### src/vpm_pkg.sv
// ============================================================================
// vpm_pkg
// Shared constants, register codes and types of the vertical pattern matcher.
// ============================================================================
package vpm_pkg;

  localparam int GRID_SIZE   = 16;
  localparam int MAX_PATTERN = 8;
  localparam int DEPTH       = MAX_PATTERN - 1;

  localparam int CHAR_W  = 8;
  localparam int LINE_W  = CHAR_W * DEPTH;
  localparam int POS_W   = $clog2(GRID_SIZE);
  localparam int CNT_W   = $clog2(GRID_SIZE + 1);
  localparam int LEN_W   = 4;
  localparam int WIDTH_W = 5;
  localparam int TOTAL_W = 12;
  localparam int PAT_W   = CHAR_W * MAX_PATTERN;
  localparam int PIDX_W  = $clog2(MAX_PATTERN);

  localparam logic [TOTAL_W-1:0] TOTAL_MAX = TOTAL_W'(2048);

  localparam int APB_ADDR_W = 5;
  localparam int APB_DATA_W = 64;

  localparam logic [1:0] REG_PATTERN = 2'd0;
  localparam logic [1:0] REG_LENGTH  = 2'd1;
  localparam logic [1:0] REG_WIDTH   = 2'd2;

  typedef struct packed {
    logic [PAT_W-1:0]   pattern;
    logic [LEN_W-1:0]   length;
    logic [WIDTH_W-1:0] row_width;
  } cfg_t;

  function automatic logic [CHAR_W-1:0] pat_byte(input logic [PAT_W-1:0]  pat,
                                                 input logic [PIDX_W-1:0] k);
    pat_byte = pat[k*CHAR_W +: CHAR_W];
  endfunction

endpackage

### src/vertical_pattern_match_grid.sv
// ============================================================================
// vertical_pattern_match_grid
// The accepting edge loads the compare stage, and the output register is loaded
// as that stage advances. Throughput: one transaction per cycle, set by
// the read-compare-write of one line-buffer row per cycle with write forwarding.
// Input stalls only while a result waits in a stalled output register.
// Reset clears position, total and valid flags; the line buffer is not cleared.
// ============================================================================
module vertical_pattern_match_grid (
  input  logic                             clk_i,
  input  logic                             rst_ni,
  input  logic                             psel,
  input  logic                             penable,
  input  logic                             pwrite,
  input  logic [vpm_pkg::APB_ADDR_W-1:0]   paddr,
  input  logic [vpm_pkg::APB_DATA_W-1:0]   pwdata,
  output logic [vpm_pkg::APB_DATA_W-1:0]   prdata,
  output logic                             pready,
  input  logic                             in_valid_i,
  output logic                             in_stall_o,
  input  logic [vpm_pkg::CHAR_W-1:0]       grid_char_i,
  input  logic                             end_of_grid_i,
  output logic                             out_valid_o,
  input  logic                             out_stall_i,
  output logic                             matched_o,
  output logic [vpm_pkg::POS_W-1:0]        match_row_o,
  output logic [vpm_pkg::POS_W-1:0]        match_col_o,
  output logic [vpm_pkg::TOTAL_W-1:0]      total_count_o,
  output logic                             grid_done_o
);

  vpm_pkg::cfg_t cfg;

  logic [vpm_pkg::LEN_W-1:0]   len_c;
  logic [vpm_pkg::WIDTH_W-1:0] width_c;

  logic [vpm_pkg::CNT_W-1:0]   col_q;
  logic [vpm_pkg::POS_W-1:0]   row_q;
  logic [vpm_pkg::POS_W-1:0]   col_cur, row_cur;
  logic                        wrap;
  logic                        accept;

  logic                        s1_valid_q;
  logic [vpm_pkg::CHAR_W-1:0]  s1_char_q;
  logic                        s1_last_q;
  logic [vpm_pkg::POS_W-1:0]   s1_col_q, s1_row_q;
  logic                        byp_q;
  logic [vpm_pkg::LINE_W-1:0]  byp_data_q;
  logic                        s1_adv, produce, slot_free;

  logic [vpm_pkg::LINE_W-1:0]  ram_rdata, column, column_new;
  logic                        hit;
  logic [vpm_pkg::POS_W-1:0]   start_row;
  logic [vpm_pkg::TOTAL_W-1:0] total_q, total_new;

  logic                        out_valid_q, matched_q, done_q;
  logic [vpm_pkg::POS_W-1:0]   out_row_q, out_col_q;
  logic [vpm_pkg::TOTAL_W-1:0] out_total_q;

  vpm_cfg u_cfg (
    .clk_i   (clk_i),
    .rst_ni  (rst_ni),
    .psel    (psel),
    .penable (penable),
    .pwrite  (pwrite),
    .paddr   (paddr),
    .pwdata  (pwdata),
    .prdata  (prdata),
    .pready  (pready),
    .cfg_o   (cfg)
  );

  assign len_c   = (cfg.length == '0) ? vpm_pkg::LEN_W'(1) :
                   (cfg.length > vpm_pkg::LEN_W'(vpm_pkg::MAX_PATTERN)) ?
                   vpm_pkg::LEN_W'(vpm_pkg::MAX_PATTERN) : cfg.length;
  assign width_c = (cfg.row_width == '0) ? vpm_pkg::WIDTH_W'(1) :
                   (cfg.row_width > vpm_pkg::WIDTH_W'(vpm_pkg::GRID_SIZE)) ?
                   vpm_pkg::WIDTH_W'(vpm_pkg::GRID_SIZE) : cfg.row_width;

  assign wrap    = vpm_pkg::WIDTH_W'(col_q) >= width_c;
  assign col_cur = wrap ? '0 : col_q[vpm_pkg::POS_W-1:0];
  assign row_cur = !wrap ? row_q :
                   (row_q == vpm_pkg::POS_W'(vpm_pkg::GRID_SIZE - 1)) ? '0 :
                   row_q + vpm_pkg::POS_W'(1);

  assign slot_free  = !out_valid_q || !out_stall_i;
  assign produce    = hit || s1_last_q;
  assign s1_adv     = s1_valid_q && (!produce || slot_free);
  assign in_stall_o = s1_valid_q && !s1_adv;
  assign accept     = in_valid_i && !in_stall_o;

  vpm_ram #(
    .WIDTH (vpm_pkg::LINE_W),
    .DEPTH (vpm_pkg::GRID_SIZE)
  ) u_line_ram (
    .clk_i   (clk_i),
    .we_i    (s1_adv),
    .waddr_i (s1_col_q),
    .wdata_i (column_new),
    .re_i    (accept),
    .raddr_i (col_cur),
    .rdata_o (ram_rdata)
  );

  assign column = byp_q ? byp_data_q : ram_rdata;

  vpm_match u_match (
    .column_i    (column),
    .char_i      (s1_char_q),
    .pattern_i   (cfg.pattern),
    .len_i       (len_c),
    .row_i       (s1_row_q),
    .total_i     (total_q),
    .hit_o       (hit),
    .start_row_o (start_row),
    .total_o     (total_new),
    .column_o    (column_new)
  );

  always_ff @(posedge clk_i or negedge rst_ni) begin
    if (!rst_ni) begin
      col_q       <= '0;
      row_q       <= '0;
      s1_valid_q  <= 1'b0;
      byp_q       <= 1'b0;
      total_q     <= '0;
      out_valid_q <= 1'b0;
    end else begin
      if (accept) begin
        if (end_of_grid_i) begin
          col_q <= '0;
          row_q <= '0;
        end else begin
          col_q <= {1'b0, col_cur} + vpm_pkg::CNT_W'(1);
          row_q <= row_cur;
        end
        s1_valid_q <= 1'b1;
        byp_q      <= s1_adv && (s1_col_q == col_cur);
      end else if (s1_adv) begin
        s1_valid_q <= 1'b0;
      end
      if (s1_adv) begin
        total_q <= s1_last_q ? '0 : total_new;
      end
      if (s1_adv && produce) begin
        out_valid_q <= 1'b1;
      end else if (!out_stall_i) begin
        out_valid_q <= 1'b0;
      end
    end
  end

  always_ff @(posedge clk_i) begin
    if (accept) begin
      s1_char_q  <= grid_char_i;
      s1_last_q  <= end_of_grid_i;
      s1_col_q   <= col_cur;
      s1_row_q   <= row_cur;
      byp_data_q <= column_new;
    end
    if (s1_adv && produce) begin
      matched_q   <= hit;
      out_row_q   <= hit ? start_row : '0;
      out_col_q   <= hit ? s1_col_q : '0;
      out_total_q <= total_new;
      done_q      <= s1_last_q;
    end
  end

  assign out_valid_o   = out_valid_q;
  assign matched_o     = matched_q;
  assign match_row_o   = out_row_q;
  assign match_col_o   = out_col_q;
  assign total_count_o = out_total_q;
  assign grid_done_o   = done_q;

`ifndef SYNTHESIS
  a_stall_needs_item : assert property (@(posedge clk_i) disable iff (!rst_ni)
    in_stall_o |-> s1_valid_q)
    else $error("Input stalled with no transaction in the compare stage.");

  a_end_resets_pos : assert property (@(posedge clk_i) disable iff (!rst_ni)
    (accept && end_of_grid_i) |=> (col_q == '0 && row_q == '0))
    else $error("Grid position not cleared after the final character.");

  a_nomatch_is_done : assert property (@(posedge clk_i) disable iff (!rst_ni)
    (out_valid_o && !matched_o) |-> grid_done_o)
    else $error("Result without a match that does not close the grid.");

  a_total_bounded : assert property (@(posedge clk_i) disable iff (!rst_ni)
    out_valid_o |-> (total_count_o <= vpm_pkg::TOTAL_MAX))
    else $error("Running total exceeded its saturation limit.");
`endif

endmodule

### src/vpm_ram.sv
// ============================================================================
// vpm_ram
// Generic single-write, single-read RAM with a registered read port.
// ============================================================================
module vpm_ram #(
  parameter int WIDTH = 8,
  parameter int DEPTH = 16
) (
  input  logic                     clk_i,
  input  logic                     we_i,
  input  logic [$clog2(DEPTH)-1:0] waddr_i,
  input  logic [WIDTH-1:0]         wdata_i,
  input  logic                     re_i,
  input  logic [$clog2(DEPTH)-1:0] raddr_i,
  output logic [WIDTH-1:0]         rdata_o
);

  logic [WIDTH-1:0] mem_q [DEPTH];
  logic [WIDTH-1:0] rdata_q;

  always_ff @(posedge clk_i) begin
    if (we_i) begin
      mem_q[waddr_i] <= wdata_i;
    end
    if (re_i) begin
      rdata_q <= mem_q[raddr_i];
    end
  end

  assign rdata_o = rdata_q;

endmodule

### src/vpm_cfg.sv
// ============================================================================
// vpm_cfg
// APB-style register file holding the pattern, its length and the row width.
// ============================================================================
module vpm_cfg (
  input  logic                             clk_i,
  input  logic                             rst_ni,
  input  logic                             psel,
  input  logic                             penable,
  input  logic                             pwrite,
  input  logic [vpm_pkg::APB_ADDR_W-1:0]   paddr,
  input  logic [vpm_pkg::APB_DATA_W-1:0]   pwdata,
  output logic [vpm_pkg::APB_DATA_W-1:0]   prdata,
  output logic                             pready,
  output vpm_pkg::cfg_t                    cfg_o
);

  vpm_pkg::cfg_t cfg_q;
  logic [1:0]    reg_idx;
  logic          wr_en;

  assign reg_idx = paddr[vpm_pkg::APB_ADDR_W-1:3];
  assign wr_en   = psel & penable & pwrite;
  assign pready  = 1'b1;

  always_ff @(posedge clk_i or negedge rst_ni) begin
    if (!rst_ni) begin
      cfg_q.pattern   <= '0;
      cfg_q.length    <= vpm_pkg::LEN_W'(3);
      cfg_q.row_width <= vpm_pkg::WIDTH_W'(10);
    end else if (wr_en) begin
      case (reg_idx)
        vpm_pkg::REG_PATTERN: cfg_q.pattern   <= pwdata[vpm_pkg::PAT_W-1:0];
        vpm_pkg::REG_LENGTH:  cfg_q.length    <= pwdata[vpm_pkg::LEN_W-1:0];
        vpm_pkg::REG_WIDTH:   cfg_q.row_width <= pwdata[vpm_pkg::WIDTH_W-1:0];
        default: ;
      endcase
    end
  end

  always_comb begin
    unique case (reg_idx)
      vpm_pkg::REG_PATTERN: prdata = vpm_pkg::APB_DATA_W'(cfg_q.pattern);
      vpm_pkg::REG_LENGTH:  prdata = vpm_pkg::APB_DATA_W'(cfg_q.length);
      vpm_pkg::REG_WIDTH:   prdata = vpm_pkg::APB_DATA_W'(cfg_q.row_width);
      default:              prdata = '0;
    endcase
  end

  assign cfg_o = cfg_q;

endmodule

### src/vpm_match.sv
// ============================================================================
// vpm_match
// Column compare against the pattern, total update and line-buffer shift.
// ============================================================================
module vpm_match (
  input  logic [vpm_pkg::LINE_W-1:0]  column_i,
  input  logic [vpm_pkg::CHAR_W-1:0]  char_i,
  input  logic [vpm_pkg::PAT_W-1:0]   pattern_i,
  input  logic [vpm_pkg::LEN_W-1:0]   len_i,
  input  logic [vpm_pkg::POS_W-1:0]   row_i,
  input  logic [vpm_pkg::TOTAL_W-1:0] total_i,
  output logic                        hit_o,
  output logic [vpm_pkg::POS_W-1:0]   start_row_o,
  output logic [vpm_pkg::TOTAL_W-1:0] total_o,
  output logic [vpm_pkg::LINE_W-1:0]  column_o
);

  logic                        enough_rows;
  logic                        hit;
  logic [vpm_pkg::LEN_W-1:0]   pidx;
  logic [vpm_pkg::TOTAL_W-1:0] sum;

  assign enough_rows = ({1'b0, row_i} + 5'd1) >= {1'b0, len_i};

  always_comb begin
    pidx = vpm_pkg::LEN_W'(len_i - 4'd1);
    hit  = enough_rows &&
           (vpm_pkg::pat_byte(pattern_i, pidx[vpm_pkg::PIDX_W-1:0]) == char_i);
    for (int d = 0; d < vpm_pkg::DEPTH; d++) begin
      pidx = vpm_pkg::LEN_W'(len_i - vpm_pkg::LEN_W'(d) - 4'd2);
      if ((vpm_pkg::LEN_W'(d) + 4'd2) <= len_i) begin
        if (column_i[d*vpm_pkg::CHAR_W +: vpm_pkg::CHAR_W] !=
            vpm_pkg::pat_byte(pattern_i, pidx[vpm_pkg::PIDX_W-1:0])) begin
          hit = 1'b0;
        end
      end
    end
  end

  assign sum         = total_i + vpm_pkg::TOTAL_W'(len_i);
  assign hit_o       = hit;
  assign start_row_o = vpm_pkg::POS_W'(row_i + vpm_pkg::POS_W'(1) - len_i);
  assign total_o     = !hit ? total_i :
                       (sum > vpm_pkg::TOTAL_MAX) ? vpm_pkg::TOTAL_MAX : sum;
  assign column_o    = {column_i[vpm_pkg::LINE_W-vpm_pkg::CHAR_W-1:0], char_i};

endmodule

### config.mk
export PLATFORM = sky130hd
export DESIGN_NAME = vertical_pattern_match_grid
export DESIGN_NICKNAME = d
export VERILOG_FILES = /design/src/vpm_pkg.sv /design/src/vertical_pattern_match_grid.sv /design/src/vpm_ram.sv /design/src/vpm_cfg.sv /design/src/vpm_match.sv
export SDC_FILE = /design/constraint.sdc
export NUM_CORES = 2
export LEC_CHECK = 0
export ABC_AREA = 0
export BUFFER_PORTS_ARGS = -buffer_cell sky130_fd_sc_hd__buf_2
export CAP_MARGIN = 20
export CELL_PAD_IN_SITES_DETAIL_PLACEMENT = 0
export CELL_PAD_IN_SITES_GLOBAL_PLACEMENT = 1
export CORE_AREA = 2 2 310 312
export CTS_BUF_LIST = sky130_fd_sc_hd__clkbuf_4
export DETAILED_ROUTE_END_ITERATION = 10
export DIE_AREA = 0 0 312 314
export GPL_TIMING_DRIVEN = 0
export HOLD_SLACK_MARGIN = 0.06
export PLACE_DENSITY = 0.8
export SYNTH_ARGS = -nofsm -noshare
export SYNTH_HDL_FRONTEND = slang
export SYNTH_SLANG_ARGS = --single-unit
### constraint.sdc
create_clock -name clk_i -period 18.2 [get_ports clk_i]
set_clock_uncertainty 0.05 [all_clocks]
set_input_delay 2.73 -clock clk_i [delete_from_list [all_inputs] [get_ports clk_i]]
set_output_delay 2.73 -clock clk_i [all_outputs]
set_load 0.05 [all_outputs]
# == Word level (Yosys, flattened, before mapping) ==
# Memories as Yosys holds them, arrays and structs flattened. A register that Yosys moved wholly into a read port is not among the register bits.
# Cells that the tools add are included.
# totals
mem_count,1
wordCells,128
ram_bits,896
ff_bits,192
inputBits,85
# op_classes
mux,34
shift,8
addsub,18
n_reduce_logical,21
eq_ne,13
order_cmp,12
n_bitwise,2
# memory_table
name,depth,word_bits,rd,rd_ports_with_merged_regs,write_ports,line_no,source
u_line_ram.mem_q,16,56,1,1,1,vpm_ram.sv:18,logic [WIDTH-1:0] mem_q [DEPTH];
# ops
operator,n
64-bit by 7-bit variable part select with 8-bit output,8
64-bit case mux with 3 select lines,1
56-bit 2-to-1 mux,1
8-bit inequality test,7
12-bit 2-to-1 mux,3
4-bit 2-to-1 mux,6
3-bit by 2-bit subtractor with 3-bit output (second input constant),8
1-bit 2-to-1 mux,20
3-bit by 4-bit less-or-equal comparator with 1-bit output (first input constant),4
5-bit 2-to-1 mux,3
12-bit by 4-bit adder with 12-bit output,1
12-bit > comparator (second input constant),1
4-bit by 1-bit adder with 5-bit output (second input constant),2
3-bit subtractor (second input constant),3
4-bit by 1-bit adder with 4-bit output (second input constant),2
8-bit equality test,1
2-bit by 4-bit less-or-equal comparator with 1-bit output (first input constant),2
1-bit logical AND,6
2-bit AND reduction,3
5-bit by 4-bit greater-or-equal comparator with 1-bit output,1
5-bit greater-or-equal comparator,1
5-bit > comparator (second input constant),1
1-bit logical NOT,5
5-bit logical NOT,1
14 further kinds,17

# == Longest topological paths before layout ==
# depth
depth_word,30
mapped_depth,21
depth_no_buf,17

# == Hierarchy ==
# From an unflattened synthesis, not the netlist that was laid out.
# hier_totals
cells_unflattened,2597
hier_area_um2,49007.0
# by_module_without_submodules
mod,n_inst,cells_per_inst,area_each_um2
vpm_ram,1,1445,35238.8
vpm_match,1,571,5462.7
vertical_pattern_match_grid,1,340,5028.6
vpm_cfg,1,241,3276.9

# == Worst setup path before layout ==
# OpenSTA, ideal clock, no wires.
# synth_timing
kind,register to register
startpoint,register u_cfg.cfg_q (netlist bit u_cfg.cfg_o[6])
endpoint,"memory u_line_ram.mem_q[0][0] in the netlist's numbering, enable pin"
path_slack_ns,7.775
path_stages_with_launch,21
setup_ns,0.628
t_arrival_ns,9.747
period_less_slack_ns,10.425
cell_sequence,dfstp_2 > buf_4 > buf_2 > nand2b_1 > inv_1 > buf_2 > buf_2 > ha_1 > clkbuf_1 > inv_1 > clkbuf_1 > buf_1 > nand4_1 > a211oi_1 > a21o_1 > xnor2_1 > a31o_2 > nor3b_4 > a21oi_2 > o21ai_2 > nor4b_1
# synth_between
elab_chain_len,27
elab_cells_between_ends,61
# synth_rtl
item,line_no,source
from (decl),vpm_cfg.sv:18,vpm_pkg::cfg_t cfg_q;
4-bit > comparator,vertical_pattern_match_grid.sv:74,(cfg.length > vpm_pkg::LEN_W'(vpm_pkg::MAX_PATTERN)) ?
4-bit 2-to-1 mux,vertical_pattern_match_grid.sv:74,
4-bit 2-to-1 mux *,vertical_pattern_match_grid.sv:73,assign len_c = (cfg.length == '0) ? vpm_pkg::LEN_W'(1) :
"parallel branches: the longest is 17 deep, another holds 3-bit by 1-bit subtractor with 3-bit output",n/a,
1-bit 2-to-1 mux *,vpm_match.sv:31,if ((vpm_pkg::LEN_W'(d) + 4'd2) <= len_i) begin
1-bit logical OR *,vertical_pattern_match_grid.sv:87,assign produce = hit || s1_last_q;
1-bit logical NOT *,vertical_pattern_match_grid.sv:88,assign s1_adv = s1_valid_q && (!produce || slot_free);
1-bit logical OR *,vertical_pattern_match_grid.sv:88,
1-bit logical AND *,vertical_pattern_match_grid.sv:88,
1-bit 2-to-1 mux *,vpm_ram.sv:22,if (we_i) begin
1-bit 2-to-1 mux (not written as such) *,vpm_ram.sv:23,mem_q[waddr_i] <= wdata_i;
to (decl),vpm_ram.sv:18,
# Every way passes the cells marked *.

# == Worst setup path in the final report ==
# layout_timing
startpoint,register u_cfg.cfg_q (netlist bit u_cfg.cfg_o[6])
endpoint,output port in_stall_o
# layout_between
elab_chain_len,27
elab_cells_between_ends,61
# layout_rtl
item,line_no,source
4-bit > comparator,vertical_pattern_match_grid.sv:74,
4-bit 2-to-1 mux,vertical_pattern_match_grid.sv:74,
4-bit 2-to-1 mux *,vertical_pattern_match_grid.sv:73,
"parallel branches: the longest is 17 deep, another holds 3-bit by 1-bit subtractor with 3-bit output",n/a,
1-bit 2-to-1 mux *,vpm_match.sv:31,
1-bit logical OR *,vertical_pattern_match_grid.sv:87,
1-bit logical NOT *,vertical_pattern_match_grid.sv:88,
1-bit logical OR *,vertical_pattern_match_grid.sv:88,
1-bit logical AND *,vertical_pattern_match_grid.sv:88,
1-bit logical NOT *,vertical_pattern_match_grid.sv:89,assign in_stall_o = s1_valid_q && !s1_adv;
1-bit logical AND *,vertical_pattern_match_grid.sv:89,
to (decl),vertical_pattern_match_grid.sv:20,"output logic in_stall_o,"
# Marked as above.

==> results.yml <==
outcome:
  outcome: "finished, final reports clean"
min_path:
  hold_path_class: "flop to flop"
  whs_endpoint: "total_q[3]$_DFFE_PN0P_"
  min-delay-start: "total_q[3]$_DFFE_PN0P_"
  holdPathStages: 1
cells_and_area:
  drive_above_1_share_pct: 24.8
  fin_area_sq_mm: 0.0600
  ff_latch_area_sq_mm: 0.0339
  stdcell_count: 5970
  area_delta_synth_final_pct: 14.4
  multi_input_area_sq_mm: 0.0171
  fillCellCount: 7376
  fin_util_pct: 63.5
  nets: 4619
yosys:
  synth_cell_types: 99
  yosysTopAreaCell: "edfxtp_1"
  syn_inst: 3906
  async_flop_share_pct: 8.48
  avgSynthCellArea_sq_um: 13.4
  mappedNetlistNets: 4015
  synth-seq-area-share_pct: 64.6
  syn_area_sq_mm: 0.0525
  synth_area_leaders: "edfxtp_1, mux2_2, mux2i_1"
  yosysWarnings: 0
  synth.top_cell.area_share_pct: 59.9
  ys_seq_elements: 1144
  synth_ff_type: "edfxtp_1"
  synth_edf_count: 1047
sta:
  finalSetupViolCount: 0
  finalCritPeriodShare_pct: 64.9
  max_freq_mhz: 84.7
  relSlewSlack_pct: 17.7
  fin_crit_ns: 11.81
  worst_slack_ns: 6.39
  slew_viol_final: 0
  hold_viol_final: 0
  fin_tns_setup_ns: 0
  hold-worst-slack_ns: 0.458
  tightest_slew_ns: 1.23
  grt_setup_unrepaired: "false"
critical_path:
  reg2reg_slack_ns: 8.23
  crit_top_cell: "buf_2"
  max_stage_delay_ns: 0.78
  criticalPathCategory: "flop to primary output"
  cp_top_family: "buffers and inverters"
  arrival_ns: 9.03
  r2r.worst_path.cells: 26
  cp_num_buf_inv: 10
  r2r_start: "u_cfg.cfg_o[6]$_DFFE_PN1P_"
  worst_setup_path_start_kind: "flop"
  required_ns: 15.42
  cp_slowest_cell: "clkbuf_1"
  cp_max_fo: 13
  r2r_end: "u_line_ram.mem_q[8][25]$_DFFE_PP_"
  cp-end-kind: "primary output"
  crit_chain: "buf_4, buf_2, nand2b_1, inv_1, buf_2, buf_2, ha_1, clkbuf_1, inv_1, clkbuf_1, clkbuf_1, o221ai_1, o21ai_0, xor2_1, a21oi_1, o2111ai_1, nor3b_4, a21oi_2, nor2_1, buf_2"
floorplan:
  start_util_pct: 55.6
  die_w_um: 312
  io_pins: 174
  core_sq_mm: 0.0944
  fp.dieH_um: 314
  rows: 113
  dieArea_sq_mm: 0.0980
route:
  drt_iter0_drc: 4727
  post_drt_wl_per_cell_um: 30.5
  drc: 0
  drt_wl_total_mm: 182
  ant_nets: 0
  vias_per_cell: 6.44
  vias: 38500
  drtPass1Iterations: 6
power:
  fin_total_pwr_mw: 9.19
  p_per_area_mw_per_mm2: 153
  max-vdd-ir-drop_uv: 81.5
  p_seq_share_pct: 39.4
  power_frac_comb_pct: 36.4
  p_sw_share_pct: 38.5
  clkPwrFrac_pct: 24.2
  p_leak_nw: 21.3
  p_int_mw: 5.65
  power_switching_mw: 3.54
clocking:
  numCtsBuffers: 307
  cts_resized: 0
  clockBufferDepth: 4
  insertion_delay_ns: 1.20
  h-tree-depth: 5
  cts_tree: "done"
  clockRootBuffer: "clkbuf_4"
  postCtsSetupBuffers: 0
  clkTransAtPathRegs_ns: 0.07
  cts.sinks: 1144
  cts_hold_buffers: 0
global_routing:
  grtUsageTotal_pct: 36.8
  overflow: 0
  grt_pass1_vias: 37500
  antenna_found_initial: 5
  grt_max_degree: 78
  grt_pass1_wl_mm: 259
flow_run:
  maxCapViolCount: 0
place:
  place.detailed.hpwl_mm: 128
  post_dp_cell_area_sq_mm: 0.0563
  gp_congestion: 1.06
  port_buffers: 169
  post-place-ws_ns: 7.83
  dpl.cell_count: 5464
## cell usage in the layout, fill, tap and decap left out, types with 63 or more instances in the layout
master / count
edfxtp_1: 1047
and3_1: 78
a221oi_1: 64
a21oi_1: 365
clkbuf_1: 245
mux2_2: 280
nor2_1: 83
nand2_1: 150
buf_2: 217
clkbuf_4: 445
buf_4: 68
dfrtp_1: 93
o21ai_0: 286
nand3_1: 87
mux2i_1: 240
o221ai_1: 63
## synthesized netlist by cell type (47+ instances only)
master	count
edfxtp_1	1047
a21oi_1	366
o21ai_0	286
mux2_2	280
clkbuf_1	246
mux2i_1	240
nand2_1	150
dfrtp_1	93
nand3_1	87
nor2_1	84
and3_1	78
a221oi_1	64
o221ai_1	63
and2_1	60
buf_2	47
## power by group through the flow
stage	clock network [mW]	registers (mW)	logic, mW
final	2.23	3.62	3.34
after global routing	2.40	3.64	3.49
after CTS	2.26	3.62	3.26
after detailed placement	0	3.67	3.24
after global placement	0	3.69	3.16
after floorplan	0	3.61	1.93
## area by class of cell
cell class	instances	area share, %
Sequential cell	1144	56.4
Multi-Input combinational cell	2377	28.5
Clock buffer	445	5.57
Timing Repair Buffer	295	3.55
Tap cell	1265	2.64
Buffer	337	2.37
Clock inverter	56	0.638
Inverter	48	0.313
Antenna cell	3	0.0125
## sequential cells by signal, indices dropped and copies added (netlist names), 4 cells and up
signal	count
u_cfg.cfg_o	73
row_q	4
s1_row_q	4
u_line_ram.rdata_o	56
byp_data_q	56
match_row_o	4
col_q	5
total_q	12
u_line_ram.mem_q	896
s1_col_q	4
total_count_o	12
s1_char_q	8
match_col_o	4
## per-layer routing
layer | routed length [um] | track usage (%)
met4 | 11000 | 21.4
met5 | 12 | 0
met1 | 70500 | 47.8
met2 | 84700 | 58.3
met3 | 16000 | 7.10
## kinds of logic after synthesis
group	count (synthesis)	share of synthesized area, %
other	1	0.00715
DFF	1144	64.6
adders and majority gates	24	0.601
xor gates and xnor gates	49	0.832
and+or+nand+nor	736	7.82
buffers and inverters	385	3.05
AOI/OAI and AO/OA	1044	12.4
muxes	523	10.7
## worst max path at each step
stage / to / slack [ns] / from / cells after the start
4_1_cts: in_stall_o / 6.56 / u_cfg.cfg_o[6]$_DFFE_PN1P_ / 20
6_report: in_stall_o / 6.39 / u_cfg.cfg_o[6]$_DFFE_PN1P_ / 20
2_1_floorplan: u_line_ram.mem_q[0][0]$_DFFE_PP_ / 7.78 / u_cfg.cfg_o[6]$_DFFE_PN1P_ / 20
3_3_place_gp: u_line_ram.mem_q[12][25]$_DFFE_PP_ / -0.11 / u_cfg.cfg_o[6]$_DFFE_PN1P_ / 20
3_5_place_dp: in_stall_o / 7.83 / u_cfg.cfg_o[6]$_DFFE_PN1P_ / 20
5_1_grt: in_stall_o / 6.18 / u_cfg.cfg_o[6]$_DFFE_PN1P_ / 20
No activity file was read; power rests on OpenSTA's default activity.
